$ cat src/sv/button_hold_motion_sequencer_assert.svh
// ----------------------------------------------------------------------------
// Assertion macros for the button hold motion sequencer
// Shared concurrent assertion forms, clocked on clk, off during reset.
// ----------------------------------------------------------------------------
`ifndef BUTTON_HOLD_MOTION_SEQUENCER_ASSERT_SVH
`define BUTTON_HOLD_MOTION_SEQUENCER_ASSERT_SVH

// property that must hold at every edge
`define BHMS_ASSERT_ALWAYS(lbl, prop, msg) \
	lbl: assert property (@(posedge clk) disable iff (!arst_n) (prop)) else $error(msg);

// antecedent implies consequent in the same cycle
`define BHMS_ASSERT_IMPL(lbl, ante, cons, msg) \
	lbl: assert property (@(posedge clk) disable iff (!arst_n) (ante) |-> (cons)) \
		else $error(msg);

// antecedent implies consequent in the next cycle
`define BHMS_ASSERT_NEXT(lbl, ante, cons, msg) \
	lbl: assert property (@(posedge clk) disable iff (!arst_n) (ante) |=> (cons)) \
		else $error(msg);

`endif

$ cat src/sv/bhms_pkg.sv
// ----------------------------------------------------------------------------
// Button hold motion sequencer package
// Opcodes, button codes, register indexes, reset values, widths, queue depth
// and result type.
package bhms_pkg;

	typedef enum logic [2:0] {
		OP_TICK      = 3'd0,
		OP_START     = 3'd1,
		OP_STEER     = 3'd2,
		OP_SET_SPEED = 3'd3,
		OP_CANCEL    = 3'd4
	} op_t;

	typedef enum logic [2:0] {
		BTN_LEFT    = 3'd0,
		BTN_RIGHT   = 3'd1,
		BTN_UP      = 3'd2,
		BTN_DOWN    = 3'd3,
		BTN_RELEASE = 3'd4
	} button_t;

	typedef enum logic [2:0] {
		REG_RETRANSMIT = 3'd0,
		REG_SPEED_HOLD = 3'd1,
		REG_STEP_GAP   = 3'd2,
		REG_TOP_LEVEL  = 3'd3,
		REG_LEAST_MOVE = 3'd4
	} reg_idx_t;

	localparam int unsigned CFG_DATA_W = 16;
	localparam int unsigned LEVEL_W    = 4;

	localparam logic [15:0] RETRANSMIT_RST = 16'd68;
	localparam logic [15:0] SPEED_HOLD_RST = 16'd1000;
	localparam logic [15:0] STEP_GAP_RST   = 16'd1000;
	localparam logic [3:0]  TOP_LEVEL_RST  = 4'd10;
	localparam logic [3:0]  LEAST_MOVE_RST = 4'd1;
	localparam logic [6:0]  CAP_TOP        = 7'd10;

	localparam int unsigned FIFO_DEPTH = 4;
	localparam int unsigned FIFO_AW    = $clog2(FIFO_DEPTH);

	localparam int unsigned IN_DATA_W  = 24;
	localparam int unsigned OUT_DATA_W = 48;

	typedef struct packed {
		logic          button_valid;
		button_t       button_code;
		logic          last_of_run;
		logic [3:0]    speed_level_now;
		logic          navigating;
		logic          stopping;
		logic [31:0]   steered_ms_total;
	} res_t;

endpackage

$ cat src/sv/button_hold_motion_sequencer.sv
// ----------------------------------------------------------------------------
// Button hold motion sequencer
// Times steering and speed button holds of a remote from 1 ms ticks.
// ----------------------------------------------------------------------------
// An input transfer is registered, then handled in one pass once the queue
// has room for two results, which updates all timers and levels and writes
// one or two results into a four-entry result queue. A new item is accepted
// every cycle while the queue has room for two results, and the queue drains
// one result per cycle while the receiver is ready, so items that give one
// result run at one per cycle and items that give two results only as fast
// as the queue drains. Configuration writes are always ready and take effect
// on the next item. tlast marks the final result of each input.
module button_hold_motion_sequencer (
	input  logic                            clk,
	input  logic                            arst_n,
	// slave side
	input  logic                            s_axis_tvalid,
	output logic                            s_axis_tready,
	// [0] steer_right, [16:1] steer_duration_ms, [23:17] speed_value
	input  logic [bhms_pkg::IN_DATA_W-1:0]  s_axis_tdata,
	// [2:0] opcode
	input  logic [2:0]                      s_axis_tuser,
	// master side
	output logic                            m_axis_tvalid,
	input  logic                            m_axis_tready,
	// [2:0] button_code, [6:3] speed_level_now, [7] navigating, [8] stopping,
	// [40:9] steered_ms_total, [47:41] zero
	output logic [bhms_pkg::OUT_DATA_W-1:0] m_axis_tdata,
	// [0] button_valid
	output logic                            m_axis_tuser,
	output logic                            m_axis_tlast,
	// configuration write
	input  logic                            cfg_valid,
	output logic                            cfg_ready,
	input  logic [2:0]                      cfg_index,
	input  logic [bhms_pkg::CFG_DATA_W-1:0] cfg_data
);
	import bhms_pkg::*;

	`include "button_hold_motion_sequencer_assert.svh"

	// configuration
	logic [15:0] retx_q, hold_q, gap_q;
	logic [3:0]  top_q, least_q;

	// input stage
	logic        valid_s1;
	logic [2:0]  op_s1;
	logic        right_s1;
	logic [15:0] dur_s1;
	logic [6:0]  sv_s1;

	// sequencer state
	logic        steer_act_q, steer_right_q;
	logic [31:0] time_q, steer_start_q, steer_resend_q;
	logic [15:0] steer_len_q;
	logic        spd_act_q, spd_down_q;
	logic [31:0] spd_start_q, spd_resend_q, last_step_q;
	logic [3:0]  level_q, goal_q, cap_q;
	logic        nav_q, stop_q;
	logic [31:0] total_q;

	// next state
	logic        steer_act_d, steer_right_d;
	logic [31:0] time_d, steer_start_d, steer_resend_d;
	logic [15:0] steer_len_d;
	logic        spd_act_d, spd_down_d;
	logic [31:0] spd_start_d, spd_resend_d, last_step_d;
	logic [3:0]  level_d, goal_d, cap_d;
	logic        nav_d, stop_d;
	logic [31:0] total_d;
	button_t     pkt0, pkt1;
	logic [1:0]  npkt;

	// result queue
	res_t             fifo_q [FIFO_DEPTH];
	logic [FIFO_AW-1:0] wr_ptr_q, rd_ptr_q;
	logic [FIFO_AW:0]   cnt_q;
	logic             fire, pop;
	res_t             res0, res1;

	assign fire          = valid_s1 && (cnt_q <= (FIFO_AW+1)'(FIFO_DEPTH - 2));
	assign s_axis_tready = !valid_s1 || fire;
	assign pop           = m_axis_tvalid && m_axis_tready;
	assign cfg_ready     = 1'b1;

	always_ff @(posedge clk or negedge arst_n) begin
		if (!arst_n) begin
			retx_q  <= RETRANSMIT_RST;
			hold_q  <= SPEED_HOLD_RST;
			gap_q   <= STEP_GAP_RST;
			top_q   <= TOP_LEVEL_RST;
			least_q <= LEAST_MOVE_RST;
		end else if (cfg_valid && cfg_ready) begin
			unique case (reg_idx_t'(cfg_index))
				REG_RETRANSMIT: retx_q  <= cfg_data;
				REG_SPEED_HOLD: hold_q  <= cfg_data;
				REG_STEP_GAP:   gap_q   <= cfg_data;
				REG_TOP_LEVEL:  top_q   <= cfg_data[3:0];
				REG_LEAST_MOVE: least_q <= cfg_data[3:0];
				default: ;
			endcase
		end
	end

	always_ff @(posedge clk or negedge arst_n) begin
		if (!arst_n) begin
			valid_s1 <= 1'b0;
		end else if (s_axis_tready) begin
			valid_s1 <= s_axis_tvalid;
		end
	end

	always_ff @(posedge clk) begin
		if (s_axis_tvalid && s_axis_tready) begin
			op_s1    <= s_axis_tuser;
			right_s1 <= s_axis_tdata[0];
			dur_s1   <= s_axis_tdata[16:1];
			sv_s1    <= s_axis_tdata[23:17];
		end
	end

	always_comb begin
		logic        clr;
		logic        set_nav;
		logic        speed_run;
		logic [31:0] t_n;
		logic [4:0]  up;
		logic [6:0]  g;
		logic [32:0] sum;
		logic [32:0] delta;

		clr     = 1'b0;
		set_nav = 1'b0;
		npkt    = 2'd0;
		pkt0    = BTN_LEFT;
		pkt1    = BTN_LEFT;
		t_n     = time_q + 32'd1;
		up      = {1'b0, level_q} + 5'd1;
		g       = '0;
		sum     = '0;
		delta   = '0;
		speed_run = 1'b0;

		time_d         = time_q;
		steer_act_d    = steer_act_q;
		steer_right_d  = steer_right_q;
		steer_start_d  = steer_start_q;
		steer_resend_d = steer_resend_q;
		steer_len_d    = steer_len_q;
		spd_act_d      = spd_act_q;
		spd_down_d     = spd_down_q;
		spd_start_d    = spd_start_q;
		spd_resend_d   = spd_resend_q;
		last_step_d    = last_step_q;
		level_d        = level_q;
		goal_d         = goal_q;
		cap_d          = cap_q;
		nav_d          = nav_q;
		stop_d         = stop_q;
		total_d        = total_q;

		unique case (op_t'(op_s1))
			OP_TICK: begin
				time_d = t_n;
				if (stop_q) begin
					speed_run = 1'b1;
				end else if (nav_q) begin
					// steering hold first
					if (steer_act_q) begin
						if ((t_n - steer_start_q) >= {16'h0, steer_len_q}) begin
							pkt0        = BTN_RELEASE;
							npkt        = 2'd1;
							steer_act_d = 1'b0;
						end else if ((t_n - steer_resend_q) >= {16'h0, retx_q}) begin
							pkt0           = steer_right_q ? BTN_RIGHT : BTN_LEFT;
							npkt           = 2'd1;
							steer_resend_d = t_n;
						end
					end
					// speed stepper waits out an active steering hold
					speed_run = !steer_act_d;
				end
				if (speed_run) begin
					if (spd_act_q) begin
						if ((t_n - spd_start_q) >= {16'h0, hold_q}) begin
							if (npkt == 2'd0) pkt0 = BTN_RELEASE;
							else pkt1 = BTN_RELEASE;
							npkt      = npkt + 2'd1;
							spd_act_d = 1'b0;
							if (spd_down_q) begin
								level_d = (level_q != 4'd0) ? level_q - 4'd1 : 4'd0;
							end else begin
								level_d = (up < {1'b0, top_q}) ? up[3:0] : top_q;
							end
							last_step_d = t_n;
						end else if ((t_n - spd_resend_q) >= {16'h0, retx_q}) begin
							if (npkt == 2'd0) pkt0 = spd_down_q ? BTN_DOWN : BTN_UP;
							else pkt1 = spd_down_q ? BTN_DOWN : BTN_UP;
							npkt         = npkt + 2'd1;
							spd_resend_d = t_n;
						end
					end else if (level_q != goal_q
						&& (t_n - last_step_q) >= {16'h0, gap_q}) begin
						if (npkt == 2'd0) pkt0 = (goal_q < level_q) ? BTN_DOWN : BTN_UP;
						else pkt1 = (goal_q < level_q) ? BTN_DOWN : BTN_UP;
						npkt         = npkt + 2'd1;
						spd_act_d    = 1'b1;
						spd_down_d   = goal_q < level_q;
						spd_start_d  = t_n;
						spd_resend_d = t_n;
					end
				end
				// stopping finishes once everything has wound down
				if (stop_q && level_d == 4'd0 && !spd_act_d && goal_q == 4'd0) begin
					clr = 1'b1;
				end
			end
			OP_START: begin
				clr     = 1'b1;
				set_nav = 1'b1;
				if (sv_s1 == 7'd0)       cap_d = 4'd1;
				else if (sv_s1 > CAP_TOP) cap_d = CAP_TOP[3:0];
				else                      cap_d = sv_s1[3:0];
			end
			OP_STEER: begin
				if (nav_q) begin
					pkt0           = right_s1 ? BTN_RIGHT : BTN_LEFT;
					npkt           = 2'd1;
					steer_act_d    = 1'b1;
					steer_right_d  = right_s1;
					steer_start_d  = time_q;
					steer_resend_d = time_q;
					steer_len_d    = dur_s1;
					delta = right_s1 ? {17'h0, dur_s1} : -{17'h0, dur_s1};
					sum   = {total_q[31], total_q} + delta;
					// saturate to the signed 32-bit range
					if (!sum[32] && sum[31])      total_d = 32'h7fff_ffff;
					else if (sum[32] && !sum[31]) total_d = 32'h8000_0000;
					else                          total_d = sum[31:0];
				end
			end
			OP_SET_SPEED: begin
				if (nav_q && !stop_q) begin
					g = (sv_s1 < {3'h0, cap_q}) ? sv_s1 : {3'h0, cap_q};
					if (g != 7'd0 && g < {3'h0, least_q}) g = {3'h0, least_q};
					goal_d = g[3:0];
				end
			end
			OP_CANCEL: begin
				if (nav_q || stop_q) begin
					if (steer_act_q) begin
						pkt0        = BTN_RELEASE;
						npkt        = 2'd1;
						steer_act_d = 1'b0;
					end
					nav_d = 1'b0;
					if (level_q != 4'd0 || spd_act_q) begin
						if (npkt == 2'd0) pkt0 = BTN_DOWN;
						else pkt1 = BTN_DOWN;
						npkt         = npkt + 2'd1;
						spd_act_d    = 1'b1;
						spd_down_d   = 1'b1;
						spd_start_d  = time_q;
						spd_resend_d = time_q;
						goal_d       = 4'd0;
						stop_d       = 1'b1;
					end else begin
						clr = 1'b1;
					end
				end
			end
			default: ;
		endcase

		if (clr) begin
			steer_act_d    = 1'b0;
			steer_right_d  = 1'b0;
			steer_start_d  = '0;
			steer_resend_d = '0;
			steer_len_d    = '0;
			spd_act_d      = 1'b0;
			spd_down_d     = 1'b0;
			spd_start_d    = '0;
			spd_resend_d   = '0;
			last_step_d    = '0;
			level_d        = '0;
			goal_d         = '0;
			total_d        = '0;
			nav_d          = 1'b0;
			stop_d         = 1'b0;
		end
		if (set_nav) begin
			nav_d = 1'b1;
		end
	end

	always_ff @(posedge clk or negedge arst_n) begin
		if (!arst_n) begin
			time_q         <= '0;
			steer_act_q    <= 1'b0;
			steer_right_q  <= 1'b0;
			steer_start_q  <= '0;
			steer_resend_q <= '0;
			steer_len_q    <= '0;
			spd_act_q      <= 1'b0;
			spd_down_q     <= 1'b0;
			spd_start_q    <= '0;
			spd_resend_q   <= '0;
			last_step_q    <= '0;
			level_q        <= '0;
			goal_q         <= '0;
			cap_q          <= '0;
			nav_q          <= 1'b0;
			stop_q         <= 1'b0;
			total_q        <= '0;
		end else if (fire) begin
			time_q         <= time_d;
			steer_act_q    <= steer_act_d;
			steer_right_q  <= steer_right_d;
			steer_start_q  <= steer_start_d;
			steer_resend_q <= steer_resend_d;
			steer_len_q    <= steer_len_d;
			spd_act_q      <= spd_act_d;
			spd_down_q     <= spd_down_d;
			spd_start_q    <= spd_start_d;
			spd_resend_q   <= spd_resend_d;
			last_step_q    <= last_step_d;
			level_q        <= level_d;
			goal_q         <= goal_d;
			cap_q          <= cap_d;
			nav_q          <= nav_d;
			stop_q         <= stop_d;
			total_q        <= total_d;
		end
	end

	// results carry the state after the whole input
	always_comb begin
		res0.button_valid     = npkt != 2'd0;
		res0.button_code      = (npkt != 2'd0) ? pkt0 : BTN_LEFT;
		res0.last_of_run      = npkt != 2'd2;
		res0.speed_level_now  = level_d;
		res0.navigating       = nav_d;
		res0.stopping         = stop_d;
		res0.steered_ms_total = total_d;
		res1                  = res0;
		res1.button_code      = pkt1;
		res1.last_of_run      = 1'b1;
	end

	always_ff @(posedge clk) begin
		if (fire) begin
			fifo_q[wr_ptr_q] <= res0;
			if (npkt == 2'd2) begin
				fifo_q[wr_ptr_q + FIFO_AW'(1)] <= res1;
			end
		end
	end

	always_ff @(posedge clk or negedge arst_n) begin
		if (!arst_n) begin
			wr_ptr_q <= '0;
			rd_ptr_q <= '0;
			cnt_q    <= '0;
		end else begin
			if (fire) begin
				wr_ptr_q <= wr_ptr_q + ((npkt == 2'd2) ? FIFO_AW'(2) : FIFO_AW'(1));
			end
			if (pop) begin
				rd_ptr_q <= rd_ptr_q + FIFO_AW'(1);
			end
			cnt_q <= cnt_q
				+ (fire ? ((npkt == 2'd2) ? (FIFO_AW+1)'(2) : (FIFO_AW+1)'(1))
					: (FIFO_AW+1)'(0))
				- (pop ? (FIFO_AW+1)'(1) : (FIFO_AW+1)'(0));
		end
	end

	assign m_axis_tvalid = cnt_q != '0;
	assign m_axis_tuser  = fifo_q[rd_ptr_q].button_valid;
	assign m_axis_tlast  = fifo_q[rd_ptr_q].last_of_run;
	assign m_axis_tdata  = {7'h0,
		fifo_q[rd_ptr_q].steered_ms_total,
		fifo_q[rd_ptr_q].stopping,
		fifo_q[rd_ptr_q].navigating,
		fifo_q[rd_ptr_q].speed_level_now,
		fifo_q[rd_ptr_q].button_code};

	`BHMS_ASSERT_ALWAYS(a_fifo_bound, cnt_q <= (FIFO_AW+1)'(FIFO_DEPTH), "result queue overflow")
	`BHMS_ASSERT_ALWAYS(a_mode_excl, !(nav_q && stop_q), "navigating and stopping both set")
	`BHMS_ASSERT_IMPL(a_stop_no_steer, stop_q, !steer_act_q, "steering hold active while stopping")
	`BHMS_ASSERT_NEXT(a_fire_result, fire, m_axis_tvalid, "handled item left no result")

endmodule
$ cat config.mk
export PLATFORM = sky130hd
export DESIGN_NAME = button_hold_motion_sequencer
export DESIGN_NICKNAME = d
export VERILOG_FILES = /design/src/sv/bhms_pkg.sv /design/src/sv/button_hold_motion_sequencer.sv
export VERILOG_INCLUDE_DIRS = /design/src /design/src/sv
export SDC_FILE = /design/constraint.sdc
export NUM_CORES = 1
export LEC_CHECK = 0
export ABC_CLOCK_PERIOD_IN_PS = 15100
export BUFFER_PORTS_ARGS = -buffer_cell sky130_fd_sc_hd__buf_4
export CORE_ASPECT_RATIO = 0.75
export CORE_MARGIN = 2
export CORE_UTILIZATION = 30
export DETAILED_ROUTE_END_ITERATION = 8
export HOLD_SLACK_MARGIN = 0.15
export SYNTH_ARGS = -nofsm -noshare
export SYNTH_HDL_FRONTEND = slang
export SYNTH_SLANG_ARGS = --single-unit
$ cat constraint.sdc
create_clock -name clk -period 15.1 [get_ports clk]
set_input_delay 2.265 -clock clk [delete_from_list [all_inputs] [get_ports clk]]
set_output_delay 2.265 -clock clk [all_outputs]
set_load 0.05 [all_outputs]
==> reports/qor.csv, run 1 <==
stage,metric,value,unit
critical_path,critPathMaxFanout,42,
timing,tightest_slew,1.292,ns
logic_synthesis,synth_warnings,0,
global_routing,antenna_found_initial,0,
logic_synthesis,synth-async-reset-ratio,61.80,%
detailed_routing,viasPerCell,5.350,
power_and_ir_drop,intPower,0.004591,W
cells_and_area,fillers,12880,
timing,finalHoldViolCount,0,
power_and_ir_drop,swShare,46.38,%
job,maxCapViolCount,0,
logic_synthesis,avgSynthCellArea,8.923,um^2
power_and_ir_drop,powerDensity,200.7,nW/um^2
detailed_routing,drtAntennaViolNets,0,
detailed_routing,routedWlPerCell,19.83,um
logic_synthesis,ys_top_cells_by_area,"dfrtp_1 20%, edfxtp_1 15%, ha_1 9.7%",
outcome,status,finished clean,
floorplanning,dieArea,129800,um^2
critical_path,cp.depth,33,
logic_synthesis,synth_edf_count,195,
cells_and_area,regArea,14020,um^2
power_and_ir_drop,pwr-share-seq,22.4,%
min_path,min_path_type,flop to flop,
clock_tree,cts_tree,yes,
logic_synthesis,ys_types,106,
detailed_routing,num_vias,31970,
clock_tree,cts_sinks,521,
power_and_ir_drop,switchingPower,0.003971,W
cells_and_area,diodes,0,
power_and_ir_drop,p_clk_share,18.9,%
power_and_ir_drop,power,0.008562,W
place,dpl.hpwl,88920,um
critical_path,end_kind,flop,
power_and_ir_drop,comb_power_share,58.7,%
logic_synthesis,syn_inst,4267,
clock_tree,cts_hold_buf,0,
timing,fin_worst_skew,0.02828,ns
cells_and_area,drive_above_1_share,9.909,%
place,place_congestion,0.9447,
critical_path,worstRegToRegCells,33,
clock_tree,htreeDepth,2,
critical_path,slowest_delay,0.85,ns
logic_synthesis,post-synth-top-area-cell,dfrtp_1,
cells_and_area,layout_commonest_cell,nand2_1,
critical_path,crit_required,15.39,ns
timing,max_freq,89.63,MHz
critical_path,rr_endpoint,fifo_q[0][8]$_DFFE_PP_,
logic_synthesis,ys_seq_area_share,36.81,%
timing,min_period,11.16,ns
detailed_routing,drt_wl_total,118500,um
clock_tree,cts_setup_buffers,0,
global_routing,grt_usage,17.78,%
global_routing,grt_max_degree,105,
timing,rsz0062_at_grt,false,
power_and_ir_drop,p_leak,18.81,nW
detailed_routing,dr.pass1.iters,6,
logic_synthesis,synth-seq-cells,521,
critical_path,r2r_setup_slack,3.94,ns
min_path,hold_depth,1,
global_routing,grt_pass1_wl,183100,um
clock_tree,clock_latency,0.68,ns
floorplanning,die_w,415.4,um
global_routing,grt_pass1_vias,29630,
floorplanning,num_rows,113,
critical_path,worstPathArrival,11.44,ns
floorplanning,initial_core_util,30.16,%
floorplanning,io_pins,104,
power_and_ir_drop,ir_drop,127.1,uV
clock_tree,cts-root-buf,clkbuf_16,
timing,setup_violations,0,
critical_path,crit_family,simple AND/OR/NAND/NOR gates,
logic_synthesis,synth_top_area_share,20.05,%
timing,tns,0,ns
cells_and_area,mostFrequentLayoutCells,"500 x nand2_1, 366 x nor2_1, 319 x o21ai_0",
timing,relSlewSlack,13.86,%
cells_and_area,syn_to_final_growth,12.02,%
logic_synthesis,synth_flop_cell,dfrtp_1,
timing,drv_slew,0,
timing,min_period_over_period,73.89,%
logic_synthesis,synth.cell_area,38070,um^2
detailed_routing,drc,0,
clock_tree,cts_resized,0,
critical_path,slowest_stage,inv_2,
global_routing,overflow,0,
detailed_routing,drt_iter0_drc,3200,
critical_path,rr_startpoint,time_q[0]$_DFFE_PN0P_,
place,portBuffers,95,
cells_and_area,fin_nets,4609,
floorplanning,core_region_area,126300,um^2
critical_path,cp-startpoint,time_q[0]$_DFFE_PN0P_,
critical_path,startpoint_type,flop,
critical_path,crit_end,fifo_q[0][8]$_DFFE_PP_,
critical_path,criticalPathCategory,flop to flop,
critical_path,cp_num_buf_inv,6,
clock_tree,numCtsBuffers,61,
floorplanning,fp.dieH,312.5,um
clock_tree,clk_path_buf_depth,3,
cells_and_area,multi_input_comb_area,22070,um^2
clock_tree,path_clk_slew,0.06,ns
cell usage after synthesis (all sizes together), types with 38 or more instances:
| library cell | instances |
|---|---|
| o21ai | 327 |
| o21a | 45 |
| nand3 | 86 |
| clkbuf | 165 |
| nand2 | 501 |
| mux2 | 51 |
| a21oi | 272 |
| nor2 | 370 |
| edfxtp | 195 |
| ha | 295 |
| xnor2 | 153 |
| xor2 | 106 |
| a21o | 89 |
| dfrtp | 305 |
| nand4 | 53 |
| o211ai | 38 |
| nand2b | 54 |
| nor3 | 110 |
| inv | 305 |
| buf | 64 |
| a211oi | 39 |
| mux2i | 45 |
| mux4 | 43 |
state kept, by name, indices dropped and copies added (netlist names), 7 cells and up:
signal and count:
time_q 32, steer_start_q 32, total_q 32, spd_start_q 32, gap_q 16, spd_resend_q 32
sv_s1 7, fifo_q 172, last_step_q 32, steer_len_q 16, hold_q 16, retx_q 16
dur_s1 16, steer_resend_q 32
worst reg2reg max path: cells and delay by family (launching register included):
family,cells,cell delay [ns]
and+or+nand+nor,16,5.05
AOI/OAI and AO/OA,6,1.76
muxes,1,0.36
xor gates and xnor gates,1,0.12
adders and majority gates,3,0.98
DFF,1,0.63
buffers and inverters,6,1.85
worst min-delay path by stage:
stage                     slack, ns                       endpoint                           from
after global placement         0.45     fifo_q[1][38]$_SDFFE_PP1P_     fifo_q[1][38]$_SDFFE_PP1P_
after detailed placement       0.46     fifo_q[1][38]$_SDFFE_PP1P_     fifo_q[1][38]$_SDFFE_PP1P_
after CTS                      0.47     fifo_q[1][38]$_SDFFE_PP1P_     fifo_q[1][38]$_SDFFE_PP1P_
after floorplan                0.44     fifo_q[1][38]$_SDFFE_PP1P_     fifo_q[1][38]$_SDFFE_PP1P_
final                          0.47     fifo_q[1][38]$_SDFFE_PP1P_     fifo_q[1][38]$_SDFFE_PP1P_
after global routing           0.50  steer_start_q[24]$_DFFE_PN0P_  steer_start_q[24]$_DFFE_PN0P_
per-layer routing:
metal | share of wire, % | global-route usage, %
met5 | 0 | 0
met4 | 2.0 | 4.098
met3 | 7.2 | 3.031
met2 | 42 | 25.89
met1 | 49 | 27.10
stage by stage:
step	instances	setup WS (ns)	hold WS, ns	instance area, um^2	util [%]
4_1_cts	5976	4.043	0.4736	42650	33.78
3_5_place_dp	5860	4.068	0.4602	40450	32.04
6_report	5976	3.943	0.4677	42650	33.78
5_1_grt	5976	3.098	0.5046	42650	33.78
2_1_floorplan	4273	5.670	0.4360	38100	-
3_3_place_gp	5860	4.451	0.4522	40450	32.04
logic make-up after synthesis:
family / after synthesis / share of synthesized area, %
buffers and inverters: 536 / 5.633
DFF: 521 / 36.81
muxes: 139 / 5.550
xor gates and xnor gates: 259 / 6.007
and+or+nand+nor: 1380 / 16.72
AOI/OAI and AO/OA: 1124 / 19.09
other: 2 / 0.01972
adders and majority gates: 306 / 10.17
cell type report:
class,instances,area share (%)
Multi-Input combinational cell,3216,51.74
Sequential cell,521,32.86
Tap cell,1667,4.890
Clock buffer,81,4.063
Inverter,307,2.702
Timing Repair Buffer,149,2.640
Clock inverter,35,1.106
power groups by stage:
stage	Combinational, W	Clock [W]	Sequential [W]
6_report	0.00503	0.00162	0.00192
2_1_floorplan	0.00358	0	0.00185
4_1_cts	0.00496	0.00165	0.00191
3_3_place_gp	0.00489	0	0.00193
3_5_place_dp	0.00492	0	0.00194
5_1_grt	0.00552	0.00171	0.00194
Power figures use the tool's default switching activity.
==> run 2, diff against run 1 <==
--- a/config.mk
+++ b/config.mk
@@ -6,7 +6,8 @@
 export SDC_FILE = /design/constraint.sdc
 export NUM_CORES = 1
 export LEC_CHECK = 0
-export ABC_CLOCK_PERIOD_IN_PS = 15100
+export ABC_AREA = 1
+export ABC_CLOCK_PERIOD_IN_PS = 11700
 export BUFFER_PORTS_ARGS = -buffer_cell sky130_fd_sc_hd__buf_4
 export CORE_ASPECT_RATIO = 0.75
 export CORE_MARGIN = 2
==> constraint.sdc (replaced) <==
create_clock -name clk -period 11.7 [get_ports clk]
set_input_delay 1.755 -clock clk [delete_from_list [all_inputs] [get_ports clk]]
set_output_delay 1.755 -clock clk [all_outputs]
set_load 0.05 [all_outputs]
==> run 2 against run 1 <==
Final cell count up 25%. Wire length is 22% higher. Area after synthesis increased by 4.6%. Global-route usage rose by 3.0 points. Clock skew increased by 0.011 ns.
==> reports/qor.csv, run 2 <==
stage,metric,value,unit,change
global_routing,overflow,0,,unchanged
timing,finalWorstSetupSlack,2.149,ns,was 3.943 ns
clock_tree,cts_hold_buf,0,,unchanged
critical_path,end_kind,flop,,unchanged
timing,setup_violations,0,,unchanged
cells_and_area,layout_commonest_cell,nand2_1,,unchanged
clock_tree,htreeDepth,2,,unchanged
detailed_routing,dr.pass1.iters,6,,unchanged
timing,drv_slew,0,,unchanged
timing,fin_hold_ws,0.4644,ns,was 0.4677 ns
global_routing,grt_pass1_vias,35170,,was 29630
global_routing,grt_max_degree,173,,was 105
place,portBuffers,95,,unchanged
timing,min_period,9.551,ns,was 11.16 ns
global_routing,grt_usage,20.80,%,was 17.78%
clock_tree,clock_latency,0.68,ns,about the same
job,maxCapViolCount,0,,unchanged
timing,tns,0,ns,unchanged
clock_tree,cts_resized,0,,unchanged
global_routing,grt_pass1_wl,218600,um,was 183100 um
logic_synthesis,ys_top_cells_by_area,"dfrtp_1 19%, edfxtp_1 15%, nand2_1 14%",,"was dfrtp_1 20%, edfxtp_1 15%, ha_1 9.7%"
critical_path,critPathMaxFanout,43,,was 42
logic_synthesis,synth_edf_count,195,,unchanged
clock_tree,numCtsBuffers,61,,unchanged
detailed_routing,routedWlPerCell,19.46,um,was 19.83 um
timing,finalHoldViolCount,0,,unchanged
power_and_ir_drop,ir_drop,153.3,uV,was 127.1 uV
place,place_congestion,0.9611,,was 0.9447
floorplanning,num_rows,115,,was 113
cells_and_area,fillers,14110,,was 12880
cells_and_area,largest_reg_flops,172,,unchanged
detailed_routing,drt_wl_total,144900,um,was 118500 um
logic_synthesis,synth_flop_cell,dfrtp_1,,unchanged
logic_synthesis,synth_commonest_cells,"1495 x nand2_1, 803 x inv_1, 539 x nor2_1, 435 x o21ai_0, 413 x a21oi_1",,"was 501 x nand2_1, 369 x nor2_1, 319 x o21ai_0, 305 x dfrtp_1, 303 x inv_1"
critical_path,slowest_stage,o21ai_0,,was inv_2
clock_tree,cts_sinks,521,,unchanged
logic_synthesis,synth-async-reset-ratio,61.80,%,unchanged
logic_synthesis,ys_types,62,,was 106
detailed_routing,viasPerCell,5.108,,was 5.350
floorplanning,io_pins,104,,unchanged
critical_path,criticalPathCategory,flop to flop,,unchanged
logic_synthesis,avgSynthCellArea,7.071,um^2,was 8.923 um^2
global_routing,antenna_found_initial,6,,was 0
detailed_routing,num_vias,38050,,was 31970
detailed_routing,drtAntennaViolNets,0,,unchanged
critical_path,startpoint_type,flop,,unchanged
outcome,status,finished clean,,unchanged
clock_tree,clk_path_buf_depth,3,,unchanged
cells_and_area,regMostFlops,fifo_q,,unchanged
detailed_routing,drc,0,,unchanged
logic_synthesis,synth_warnings,0,,unchanged
clock_tree,cts-root-buf,clkbuf_16,,unchanged
floorplanning,core_region_area,131400,um^2,was 126300 um^2
place,dpl.hpwl,108300,um,was 88920 um
cells_and_area,drive_above_1_share,5.744,%,was 9.909%
timing,max_freq,104.7,MHz,was 89.63 MHz
logic_synthesis,synth-seq-cells,521,,unchanged
logic_synthesis,synth_top_area_share,19.17,%,was 20.05%
logic_synthesis,synth.most_common_cell,nand2_1,,unchanged
timing,relSlewSlack,15.35,%,was 13.86%
logic_synthesis,post-synth-top-area-cell,dfrtp_1,,unchanged
cells_and_area,regArea,14020,um^2,about the same
critical_path,crit_required,11.84,ns,was 15.39 ns
power_and_ir_drop,p_leak,21.85,nW,was 18.81 nW
detailed_routing,drt_iter0_drc,4250,,was 3200
timing,rsz0062_at_grt,false,,unchanged
clock_tree,cts_setup_buffers,0,,unchanged
cells_and_area,fin_nets,5994,,was 4609
critical_path,crit_family,simple AND/OR/NAND/NOR gates,,unchanged
floorplanning,initial_core_util,30.30,%,was 30.16%
logic_synthesis,ys_seq_area_share,35.20,%,was 36.81%
cells_and_area,syn_to_final_growth,11.33,%,was 12.02%
min_path,min_path_type,flop to flop,,unchanged
place,dpl_worst_slack,2.444,ns,was 4.068 ns
cells_and_area,mostFrequentLayoutCells,"1491 x nand2_1, 801 x inv_1, 535 x nor2_1",,"was 500 x nand2_1, 366 x nor2_1, 319 x o21ai_0"
clock_tree,path_clk_slew,0.06,ns,about the same
critical_path,worstPathArrival,9.69,ns,was 11.44 ns
critical_path,cp_common_cell,nand2_1,,
logic_synthesis,synth.cell_area,39810,um^2,was 38070 um^2
timing,min_period_over_period,81.63,%,was 73.89%
timing,fin_worst_skew,0.03891,ns,was 0.02828 ns
cells_and_area,multi_input_comb_area,21890,um^2,was 22070 um^2
floorplanning,dieArea,135700,um^2,was 129800 um^2
power_and_ir_drop,powerDensity,321.3,nW/um^2,was 200.7 nW/um^2
critical_path,slowest_delay,0.92,ns,was 0.85 ns
timing,tightest_slew,1.268,ns,was 1.292 ns
floorplanning,fp.dieH,319.5,um,was 312.5 um
clock_tree,cts_tree,yes,,unchanged
critical_path,cp_num_buf_inv,5,,was 6
floorplanning,die_w,424.6,um,was 415.4 um
logic_synthesis,syn_inst,5630,,was 4267
[run 2: cell types whose count changed after synthesis, sizes merged, moves of 45 or more]
cell,delta
a21oi,+142
mux2,-51
nand2,+1010
mux2i,-45
nor2,+178
nand3,+133
clkbuf,-54
nand2b,-52
a21o,-73
xnor2,-111
inv,+505
nand4,+77
o21ai,+180
[run 2: cell families after synthesis]
logic type               count (synthesis)  share of synthesized area (%)
AO/OA/AOI/OAI                         1132                          15.56
XOR/XNOR                               142                          3.124
adder cells (fa/ha/maj)                302                          9.623
buffers and inverters                 1005                          10.01
flip-flops                             521                          35.20
other                                    2                        0.01886
AND/OR/NAND/NOR                       2526                          26.46
[run 2: worst min-delay path, delay by kind of cell (launching register included)]
| kind | cells | cell delay (ns) |
|---|---|---|
| flip-flops | 1 | 0.32 |
| AND/OR/NAND/NOR | 2 | 0.11 |
[run 2: routing by layer]
layer,part of all wire (%),wire (um),GRT usage (%),vias up
met5,0.018,26,0,-
met1,49,70400,32.09,17880
met3,9.3,13460,4.213,181
met4,2.6,3812,5.330,4
met2,40,57260,28.93,1509
li1,-,-,-,18480
[run 2: final cells by class]
| class | instances | area share [%] |
|---|---|---|
| multi-input combinational | 4110 | 49.38 |
| antenna | 2 | 0.01129 |
| timing repair buffer | 135 | 2.332 |
| clock buffer | 70 | 3.659 |
| inverter | 812 | 6.888 |
| clock inverter | 45 | 1.155 |
| sequential | 521 | 31.62 |
| tap | 1755 | 4.954 |
[run 2: path summary, 6_finish.rpt]
path | end | cells after the start | from | slack (ns)
hold / removal | fifo_q[2][38]$_SDFFE_PP1P_ | 2 | fifo_q[2][38]$_SDFFE_PP1P_ | 0.46
setup reg to reg | fifo_q[3][14]$_DFFE_PP_ | 39 | time_q[0]$_DFFE_PN0P_ | 2.15
hold reg to reg | fifo_q[2][38]$_SDFFE_PP1P_ | 2 | fifo_q[2][38]$_SDFFE_PP1P_ | 0.46
min in group asynchronous | total_q[7]$_DFFE_PN0P_ | 1 | arst_n | 1.11
setup / recovery | fifo_q[3][14]$_DFFE_PP_ | 39 | time_q[0]$_DFFE_PN0P_ | 2.15
max in group asynchronous | last_step_q[8]$_DFFE_PN0P_ | 2 | arst_n | 8.96
[run 2: per-stage QoR]
stage                     cell area (um^2)  total power, W  util (%)  std cells
after detailed placement             42180         0.01207     32.11       7333
after global routing                 44320         0.01553     33.73       7448
after floorplan                      39830        0.009395         -       5636
after CTS                            44320         0.01418     33.73       7448
after global placement               42180         0.01196     32.11       7333
final                                44320         0.01424     33.74       7450
[run 2: report_power, final]
group          switching (W)  total (W)  internal, W
sequential          0.000297    0.00271      0.00242
combinational        0.00651    0.00947      0.00296
clock               0.000860    0.00206      0.00120
